File: src/design/bmt_pkg.sv
// bmt_pkg: shared types and codes for the breakpoint match table
// holds the command and status codes, the fsm state type and the cell token
// no dependencies
`timescale 1ns / 1ps

package bmt_pkg;

	// command codes
	localparam logic [1:0] CMD_ADD    = 2'd0;
	localparam logic [1:0] CMD_LOOKUP = 2'd1;
	localparam logic [1:0] CMD_REMOVE = 2'd2;

	// status codes
	localparam logic [1:0] ST_DONE    = 2'd0;
	localparam logic [1:0] ST_PRESENT = 2'd1;
	localparam logic [1:0] ST_MISSING = 2'd2;
	localparam logic [1:0] ST_FULL    = 2'd3;

	typedef enum logic [1:0] {
		S_IDLE,
		S_RUN,
		S_HOLD
	} bmt_state_t;

	// query token handed from cell to cell
	typedef struct packed {
		logic        valid;
		logic [1:0]  cmd;
		logic [2:0]  kind;
		logic [31:0] addr;
		logic [15:0] ins_in;
		logic        hit;
		logic        free_seen;
		logic [15:0] ins_out;
	} bmt_token_t;

	// end-of-pass control broadcast to every cell
	typedef struct packed {
		logic finish;
		logic commit;
	} bmt_ctl_t;

endpackage

File: src/design/bmt_cell.sv
// bmt_cell: one matchpoint slot of the chain
// compares the passing token against its entry and forwards it one cell per cycle
// depends on bmt_pkg
`timescale 1ns / 1ps

module bmt_cell (
	input  logic                clk,
	input  logic                arst_n,
	input  bmt_pkg::bmt_token_t tok_in,
	input  bmt_pkg::bmt_ctl_t   ctl,
	output bmt_pkg::bmt_token_t tok_out
);

	logic                valid_q;
	logic                pick_q;
	logic [2:0]          kind_q;
	logic [31:0]         addr_q;
	logic [15:0]         ins_q;
	logic                tok_valid_q;
	bmt_pkg::bmt_token_t tok_q;

	logic                match;
	logic                take;
	logic                is_add;
	logic                is_read;
	logic                is_rem;
	bmt_pkg::bmt_token_t tok_nxt;

	always_comb begin
		is_add  = (tok_in.cmd == bmt_pkg::CMD_ADD);
		is_rem  = (tok_in.cmd == bmt_pkg::CMD_REMOVE);
		is_read = (tok_in.cmd == bmt_pkg::CMD_LOOKUP) || is_rem;
		match   = tok_in.valid && valid_q && (tok_in.kind == kind_q) && (tok_in.addr == addr_q);
		// first free slot seen by an add claims it tentatively
		take    = tok_in.valid && is_add && !valid_q && !tok_in.free_seen;

		tok_nxt     = tok_in;
		tok_nxt.hit = tok_in.hit | match;
		if (match && is_read) begin
			tok_nxt.ins_out = ins_q;
		end
		if (take) begin
			tok_nxt.free_seen = 1'b1;
		end
	end

	always_ff @(posedge clk or negedge arst_n) begin
		if (!arst_n) begin
			valid_q     <= 1'b0;
			pick_q      <= 1'b0;
			tok_valid_q <= 1'b0;
		end else begin
			tok_valid_q <= tok_in.valid;
			if (ctl.finish) begin
				pick_q <= 1'b0;
			end else if (take) begin
				pick_q <= 1'b1;
			end
			if (ctl.finish && ctl.commit && pick_q) begin
				valid_q <= 1'b1;
			end else if (match && is_rem) begin
				valid_q <= 1'b0;
			end
		end
	end

	// entry payload is only meaningful once valid
	always_ff @(posedge clk) begin
		tok_q <= tok_nxt;
		if (take) begin
			kind_q <= tok_in.kind;
			addr_q <= tok_in.addr;
			ins_q  <= tok_in.ins_in;
		end
	end

	always_comb begin
		tok_out       = tok_q;
		tok_out.valid = tok_valid_q;
	end

endmodule

File: src/design/breakpoint_match_table.sv
// breakpoint_match_table: fully associative debugger matchpoint table
// a row of ENTRIES bmt_cell slots walked by a query token, plus control and output register
// depends on bmt_pkg and bmt_cell
//
// usage
//   request channel: req_valid / req_stall carries command, match_type, address
//   and instruction_in; an item is taken on a clock edge with req_valid high and
//   req_stall low. response channel: rsp_valid / rsp_stall carries status, found
//   and instruction_out, one item per request, in request order
//   each request launches one token that moves through the cell row one cell per
//   clock, so the row length sets the timing: the response is registered once the
//   token leaves the last cell, and a new request is taken only once the previous
//   result has reached the output register (one item in flight)
//   an add claims the lowest free slot on its way down the row and the slot only
//   becomes valid at the end of the pass, once no matching key was found
//   reset clears every slot's valid mark and the control state at once; entry
//   payloads are left as they are since an invalid slot is never read
//   while the receiver stalls, the finished response waits in the output register
//   and the next request is still taken and walked; if that one finishes too, its
//   result waits in a hold register and no further request is taken
`timescale 1ns / 1ps

module breakpoint_match_table #(
	parameter int ENTRIES = 32
) (
	input  logic        clk,
	input  logic        arst_n,
	input  logic        req_valid,
	output logic        req_stall,
	input  logic [1:0]  command,
	input  logic [2:0]  match_type,
	input  logic [31:0] address,
	input  logic [15:0] instruction_in,
	output logic        rsp_valid,
	input  logic        rsp_stall,
	output logic [1:0]  status,
	output logic        found,
	output logic [15:0] instruction_out
);

	bmt_pkg::bmt_state_t state_q, state_nxt;

	// token positions: index 0 is the launch register, index i+1 is cell i's output
	bmt_pkg::bmt_token_t chain_tok [ENTRIES+1];
	bmt_pkg::bmt_token_t head_q;
	logic                head_valid_q;
	bmt_pkg::bmt_token_t tail;
	bmt_pkg::bmt_ctl_t   ctl;

	// result of the token leaving the row
	logic [1:0]  res_status;
	logic        res_found;
	logic [15:0] res_ins;
	logic        res_commit;

	// result parked while the output register is still occupied
	logic [1:0]  hold_status_q;
	logic        hold_found_q;
	logic [15:0] hold_ins_q;

	logic        rsp_valid_q;
	logic [1:0]  status_q;
	logic        found_q;
	logic [15:0] ins_out_q;

	logic        req_take;
	logic        out_free;
	logic        load_res;
	logic        load_hold;
	logic        save_hold;

	assign req_take = req_valid && !req_stall;
	assign out_free = !rsp_valid_q || !rsp_stall;

	// launch register in front of the first cell
	always_ff @(posedge clk or negedge arst_n) begin
		if (!arst_n) begin
			head_valid_q <= 1'b0;
		end else begin
			head_valid_q <= req_take;
		end
	end

	always_ff @(posedge clk) begin
		if (req_take) begin
			head_q.valid     <= 1'b1;
			head_q.cmd       <= command;
			head_q.kind      <= match_type;
			head_q.addr      <= address;
			head_q.ins_in    <= instruction_in;
			head_q.hit       <= 1'b0;
			head_q.free_seen <= 1'b0;
			head_q.ins_out   <= 16'd0;
		end
	end

	always_comb begin
		chain_tok[0]       = head_q;
		chain_tok[0].valid = head_valid_q;
	end

	// the row of slots
	genvar g;
	generate
		for (g = 0; g < ENTRIES; g++) begin : g_cell
			bmt_cell u_cell (
				.clk     (clk),
				.arst_n  (arst_n),
				.tok_in  (chain_tok[g]),
				.ctl     (ctl),
				.tok_out (chain_tok[g+1])
			);
		end
	endgenerate

	assign tail = chain_tok[ENTRIES];

	// final verdict once the token has seen every slot
	always_comb begin
		res_status = bmt_pkg::ST_MISSING;
		res_found  = 1'b0;
		res_ins    = 16'd0;
		res_commit = 1'b0;
		case (tail.cmd)
			bmt_pkg::CMD_ADD: begin
				if (tail.hit) begin
					res_status = bmt_pkg::ST_PRESENT;
					res_found  = 1'b1;
				end else if (tail.free_seen) begin
					res_status = bmt_pkg::ST_DONE;
					res_commit = 1'b1;
				end else begin
					res_status = bmt_pkg::ST_FULL;
				end
			end
			bmt_pkg::CMD_LOOKUP, bmt_pkg::CMD_REMOVE: begin
				if (tail.hit) begin
					res_status = bmt_pkg::ST_DONE;
					res_found  = 1'b1;
					res_ins    = tail.ins_out;
				end
			end
			default: begin
				// reserved command: reported as not found, nothing changes
				res_status = bmt_pkg::ST_MISSING;
			end
		endcase
	end

	// end of pass: the claimed slot becomes valid on a successful add, picks are dropped
	always_comb begin
		ctl.finish = tail.valid;
		ctl.commit = tail.valid && res_commit;
	end

	// control fsm
	always_ff @(posedge clk or negedge arst_n) begin
		if (!arst_n) begin
			state_q <= bmt_pkg::S_IDLE;
		end else begin
			state_q <= state_nxt;
		end
	end

	always_comb begin
		state_nxt = state_q;
		req_stall = 1'b1;
		load_res  = 1'b0;
		load_hold = 1'b0;
		save_hold = 1'b0;
		case (state_q)
			bmt_pkg::S_IDLE: begin
				req_stall = 1'b0;
				if (req_valid) begin
					state_nxt = bmt_pkg::S_RUN;
				end
			end
			bmt_pkg::S_RUN: begin
				if (tail.valid) begin
					if (out_free) begin
						load_res  = 1'b1;
						state_nxt = bmt_pkg::S_IDLE;
					end else begin
						save_hold = 1'b1;
						state_nxt = bmt_pkg::S_HOLD;
					end
				end
			end
			bmt_pkg::S_HOLD: begin
				if (out_free) begin
					load_hold = 1'b1;
					state_nxt = bmt_pkg::S_IDLE;
				end
			end
			default: begin
				state_nxt = bmt_pkg::S_IDLE;
			end
		endcase
	end

	always_ff @(posedge clk) begin
		if (save_hold) begin
			hold_status_q <= res_status;
			hold_found_q  <= res_found;
			hold_ins_q    <= res_ins;
		end
	end

	// output register
	always_ff @(posedge clk or negedge arst_n) begin
		if (!arst_n) begin
			rsp_valid_q <= 1'b0;
		end else if (load_res || load_hold) begin
			rsp_valid_q <= 1'b1;
		end else if (!rsp_stall) begin
			rsp_valid_q <= 1'b0;
		end
	end

	always_ff @(posedge clk) begin
		if (load_res) begin
			status_q  <= res_status;
			found_q   <= res_found;
			ins_out_q <= res_ins;
		end else if (load_hold) begin
			status_q  <= hold_status_q;
			found_q   <= hold_found_q;
			ins_out_q <= hold_ins_q;
		end
	end

	assign rsp_valid       = rsp_valid_q;
	assign status          = status_q;
	assign found           = found_q;
	assign instruction_out = ins_out_q;

endmodule

File: config.mk
export PLATFORM = sky130hd
export DESIGN_NAME = breakpoint_match_table
export DESIGN_NICKNAME = d
export VERILOG_FILES = /design/src/design/bmt_pkg.sv /design/src/design/bmt_cell.sv /design/src/design/breakpoint_match_table.sv
export SDC_FILE = /design/constraint.sdc
export NUM_CORES = 2
export LEC_CHECK = 0
export BUFFER_PORTS_ARGS = -buffer_cell sky130_fd_sc_hd__buf_2
export CAP_MARGIN = 25
export CORE_MARGIN = 2
export CORE_UTILIZATION = 55
export CTS_BUF_LIST = sky130_fd_sc_hd__clkbuf_8 sky130_fd_sc_hd__clkbuf_16
export CTS_CLUSTER_DIAMETER = 30
export DETAILED_ROUTE_END_ITERATION = 10
export PLACE_DENSITY = 0.79
export SLEW_MARGIN = 20
export SYNTH_ARGS = -nofsm -noshare
export SYNTH_HDL_FRONTEND = slang
export SYNTH_SLANG_ARGS = --single-unit
export TNS_END_PERCENT = 10
File: constraint.sdc
create_clock -name clk -period 6.8 [get_ports clk]
set_clock_uncertainty 0.2 [all_clocks]
set_input_delay 1.02 -clock clk [delete_from_list [all_inputs] [get_ports clk]]
set_output_delay 1.02 -clock clk [all_outputs]
set_load 0.005 [all_outputs]
Word level (Yosys, flattened, before mapping)
Index checks and enable logic that the tools add are counted.
{ "totals": {"word_cells": 1275, "regBits": 4044} }
{ "classes": {"reduce_logical": 491, "n_eq_ne": 136, "n_mux": 191, "bitwise_logic": 31} }
{ "op_table": {"columns": ["cell", "count"], "rows": [
  ["32-bit equality test", 32],
  ["16-bit two-way mux", 35],
  ["1-bit logical AND", 290],
  ["1-bit two-way mux", 145],
  ["2-bit nonzero test", 65],
  ["3-bit equality test", 32],
  ["2-bit by 1-bit equality test with 1-bit output (second input constant)", 34],
  ["2-bit equality test (second input constant)", 34],
  ["2-bit zero test", 34],
  ["1-bit zero test", 65],
  ["1-bit logical OR", 34],
  ["1-bit bitwise OR", 31],
  ["2-bit two-way mux", 9],
  ["2-bit one-hot mux with 3 select lines", 1],
  ["2-bit by 1-bit inequality test with 1-bit output (second input constant)", 2],
  ["2-bit inequality test (second input constant)", 2],
  ["2-bit one-hot mux with 2 select lines", 1],
  ["3-bit AND reduction", 1],
  ["3-bit OR reduction", 1],
  ["2-bit OR reduction", 1]
]} }

Depth between registers and ports, before layout
{ "depth": {"ltp_word": 7, "depth_mapped": 8} }

Cells and area by module
A second synthesis with hierarchy kept.
{ "hier_totals": {"hier_cells": 6981, "hier_area_um2": 124702.1} }
{ "by_module_without_submodules": {"columns": ["module", "instances", "cells_per_inst", "area_each_um2"], "rows": [
  ["bmt_cell at g_cell[10].u_cell ...", 31, 213, 3787.4],
  ["bmt_cell at g_cell[0].u_cell", 1, 216, 3887.5],
  ["breakpoint_match_table", 1, 162, 3405.8]
]} }

Least setup slack after synthesis
OpenSTA, ideal clock, no wires.
{ "synth_timing": {"path_kind": "reg2reg", "from": "register g_cell[6].u_cell.tok_q, in the netlist g_cell[6].u_cell.tok_out[69]", "to": "register g_cell[7].u_cell.tok_q, in the netlist g_cell[7].u_cell.tok_out[16]", "path_slack_ns": 0.439, "stages_incl_launch_ff": 5, "t_required_ns": 6.512, "arrival_time_ns": 6.072, "setup_time_ns": 0.088, "cell_sequence": "dfxtp_1 inv_1 ha_1 nor4bb_1 or2_2"} }
{ "synth_via": {"elab_chain_len": 4} }
{ "synth_lines": {"columns": ["element", "line", "source"], "rows": [
  ["start: declaration", "bmt_cell.sv:20", "bmt_pkg::bmt_token_t tok_q;"],
  ["start signal: assignment", "bmt_cell.sv:69", "tok_q <= tok_nxt;"],
  ["2-bit zero test", "bmt_cell.sv:30", "is_add = (tok_in.cmd == bmt_pkg::CMD_ADD);"],
  ["1-bit logical AND (3 in a row)", "bmt_cell.sv:35", "take = tok_in.valid && is_add && !valid_q && !tok_in.free_seen;"],
  ["named net g_cell[7].u_cell.take", "bmt_cell.sv:23", "logic take;"],
  ["end signal: assignment", "bmt_cell.sv:69", null],
  ["end: declaration", "bmt_cell.sv:20", null]
]} }
The timed path passes the listed nets, and every way through them passes these cells.
A chain may end at the register's enable or synchronous reset.

==> impl_results.md <==
- Status: finished clean
- Gr ovfl total: 0
- Initial Util: 55.24%
- Period minus WS final: roughly 3.8 ns
- R2R Setup Slk: slightly above 3 ns
- Hold crit path type: in -> reg
- Number of global-route vias before repair: around 60000
- Final wirelength: between 200000 and 250000 um
- Max clock buf depth: 4
- Total negative slack: 0 ns
- Period Utilization, post-route: 55.56%
- Leakage: about 55 nW
- Simple-Gate Fraction of Synth Area: about 3.9%
- Synth Warn #: 0
- Top-area cell type share of the netlist area: 42.71%
- Largest net degree at the start of global routing: 55
- Top cell family by delay on the critical path: simple AND/OR/NAND/NOR gates
- Die height: around 470 um
- Worst flop-to-flop path startpoint: g_cell[4].u_cell.addr_q[17]$_DFFE_PP_
- Most common cell after layout, fill and taps aside: dfxtp_1
- Synth area leader: edfxtp_1
- Critical path arrival: 4.40 ns
- Vias: around 57000
- Worst Hold Depth: 1
- EDFF count, synth: 1723
- Crit path largest cell delay: about 0.77 ns
- Register bit count reported by yosys: 4044
- GRT Total Usage: 21.86%
- Worst hold path startpoint: address[31]
- Syn_area_per_cell: 17.84 um^2
- Register area: about 0.099 mm^2
- Number of buffers created by CTS: between 400 and 500
- Crit path required time: ~7.4 ns
- CP cell instances: nor2b_1 -> a2111oi_0 -> nand4_1 -> nor4_1 -> nand2_1 -> mux2_2
- Worst-skew pair later-pin latency: between 0.9 and 1 ns
- DR pass1 iterations: 6
- Post-CTS setup buffers: 0
- Post-synthesis cell count: between 6000 and 7000
- Slew @ Worst Pin: about 1.1 ns
- Finished Cell Area: 0.1433 mm^2
- Mapped cell area: ~0.12 mm^2
- Critical path type: reg -> reg
- Worst Hold Endpoint: chain_tok[2369]$_DFFE_PP_
- Max IR drop VDD: around 0.29 mV
- Slew Limit Fails: 0
- CP bufs+invs: 0
- Slowest cell on the critical path: nor4_1
- Syn Nets: roughly 6900
- Pre-CTS setup slack: around 3.4 ns
- Site row count: approximately 170
- Post-route ant nets: 0
- Clock transition at the registers of the reported paths: 0.06 ns
- Commonest cells after routing, fill and taps aside: dfxtp_1, edfxtp_1, xor2_1
- Fin nets: between 7000 and 8000
- Core Region: 0.2193 mm^2
- Worst-path fanout max: 16
- Initial antenna violation count: 5
- Slew margin rel.: between 20% and 30%
- CP startpoint kind: register
- Multi-input logic area: roughly 0.022 mm^2
- Synth Area in XOR/XNOR: a little under 7%
- Die area: between 0.2 and 0.25 mm^2
- Compound-Gate Fraction of Synth Area: approximately 1.4%
- CTS Root Cell: clkbuf_16
- Chip width: roughly 470 um
- Placer congestion estimate: 0.8466
- FF-to-FF End: g_cell[4].u_cell.tok_out[5]$_DFF_P_
- Setup ws final: 3.022 ns
- Initial DRC Count: just over 5000
- Largest family of logic cells by synthesized area: XOR/XNOR gates
- Post-DP HPWL: between 100000 and 150000 um
- Routed len/inst: around 23 um
- CTS sink cnt: slightly above 4000
- RSZ-0062 raised after global routing: false
- Element type at the critical path end: register
- PD cells: ~380 mW/mm^2
- Mux contribution to synthesized area: 4.881%
- Synth Flop Type: dfxtp_1
- Post-cts sizing count: 0
- FMAX: between 200 and 300 MHz
- CTS tree: yes
- Fraction of registers with async set/reset: around 2.5%
- Layout cells sized above 1: between 20 and 25%
- Maxcap violations: 0
- Final setup violation count: 0
- Part of the Yosys area used for sequential elements: between 80% and 90%
- Pwr Total: around 55 mW
- R2r worst-path depth: 6
- Count of cell types in the netlist: 64
- Fill count: roughly 13000
- Port Buf Inserts: 77
- Post-Synth Adder-Cell Area: less than 1%
- Via-per-instance ratio: 5.298
- I/O pin cnt: 78
- Top cells by area, synth: edfxtp_1, dfxtp_1, xor2_1, mux2_2, dfrtp_1
- Detailed-route DRC error count: 0
- Max H-tree Level: 5
- Area grow syn2layout: 18.32%
- First-pass GRT wire length: 374700 um
- Final Hold Violating Endpoints: 0
- Cell Area, Placed: between 0.1 and 0.15 mm^2
-- Yosys cell counts (all sizes together), types with 35 or more instances --
library cell  instances
or2                  53
dfrtp               100
nor2b                71
nor2                 85
nand4                98
dfxtp              2221
nand2b               52
and3                 35
inv                 206
edfxtp             1723
xor2                668
xnor2               273
nand2                96
nand3                39
nor4                188
mux2                515
ha                   66
-- flip-flops by register name, indices dropped and copies added (netlist names) --
signal                     cells
g_cell.u_cell.ins_q          512
g_cell.u_cell.tok_valid_q     32
found                          1
hold_status_q                  2
status                         2
state_q                        2
g_cell.u_cell.kind_q          96
g_cell.u_cell.addr_q        1024
head_valid_q                   1
rsp_valid                      1
g_cell.u_cell.tok_out       2221
g_cell.u_cell.pick_q          32
hold_ins_q                    16
chain_tok                     53
g_cell.u_cell.valid_q         32
instruction_out               16
hold_found_q                   1
-- report_power, final --
| part | internal (mW) | switching, mW | leakage (nW) |
|---|---|---|---|
| Clock | 16.1 | 10.4 | 8.46 |
| Sequential | 26.5 | 0.952 | 35.4 |
| Combinational | 0.474 | 0.624 | 10.8 |
| Total | 43.1 | 12.0 | 54.7 |
-- cell families after synthesis --
group,after synthesis
AOI/OAI and AO/OA,194
muxes,515
buffers and inverters,251
DFF,4044
xor gates and xnor gates,941
and+or+nand+nor,779
adders and majority gates,66
-- worst max-delay path by stage --
stage                                                     start                                       to  cells past startpoint
final                     g_cell[4].u_cell.addr_q[17]$_DFFE_PP_      g_cell[4].u_cell.tok_out[5]$_DFF_P_                      6
after CTS                 g_cell[4].u_cell.addr_q[17]$_DFFE_PP_      g_cell[4].u_cell.tok_out[5]$_DFF_P_                      6
after global placement    g_cell[4].u_cell.addr_q[12]$_DFFE_PP_      g_cell[4].u_cell.tok_out[3]$_DFF_P_                      6
after floorplan            g_cell[6].u_cell.tok_out[69]$_DFF_P_  g_cell[7].u_cell.tok_out[16]$_SDFF_PP1_                      4
after global routing      g_cell[4].u_cell.addr_q[17]$_DFFE_PP_      g_cell[4].u_cell.tok_out[5]$_DFF_P_                      6
after detailed placement  g_cell[4].u_cell.addr_q[19]$_DFFE_PP_      g_cell[4].u_cell.tok_out[5]$_DFF_P_                      6
-- timing repair --
| item | CTS | global route |
|---|---|---|
| endpoints found under the setup margin | 0 | 0 |
| hold endpoints to repair | 80 | 0 |
| hold buffers | 53 | 0 |
-- final cells by class --
| type | count | area share (%) |
|---|---|---|
| diodes | 2 | 0.003492 |
| clock buffers | 545 | 9.248 |
| clock inverters | 366 | 2.633 |
| inverters | 206 | 0.5395 |
| multi-input cells | 2495 | 15.27 |
| flip-flops and latches | 4044 | 68.87 |
| well taps | 2871 | 2.506 |
| repair buffers | 180 | 0.9271 |
-- metrics by stage --
stage                     util [%]  hold slack (ns)  std cells
after global routing         65.35          0.01339      10707
final                        65.36          0.07114      10709
after global placement       57.30           0.1299       9734
after CTS                    65.33         0.005473      10704
after floorplan                  -           0.1265       6790
after detailed placement     57.33           0.1333       9740
-- layer usage --
metal  part of all wire [%]  global-route usage (%)  wire length, um
met5                 0.0069                       0               17
met4                    3.1                   7.858             7752
met3                    5.2                   3.674            12960
met2                     52                   38.38           128500
met1                     40                   27.25            97700
Note: power is estimated with default switching activity, not from simulation.
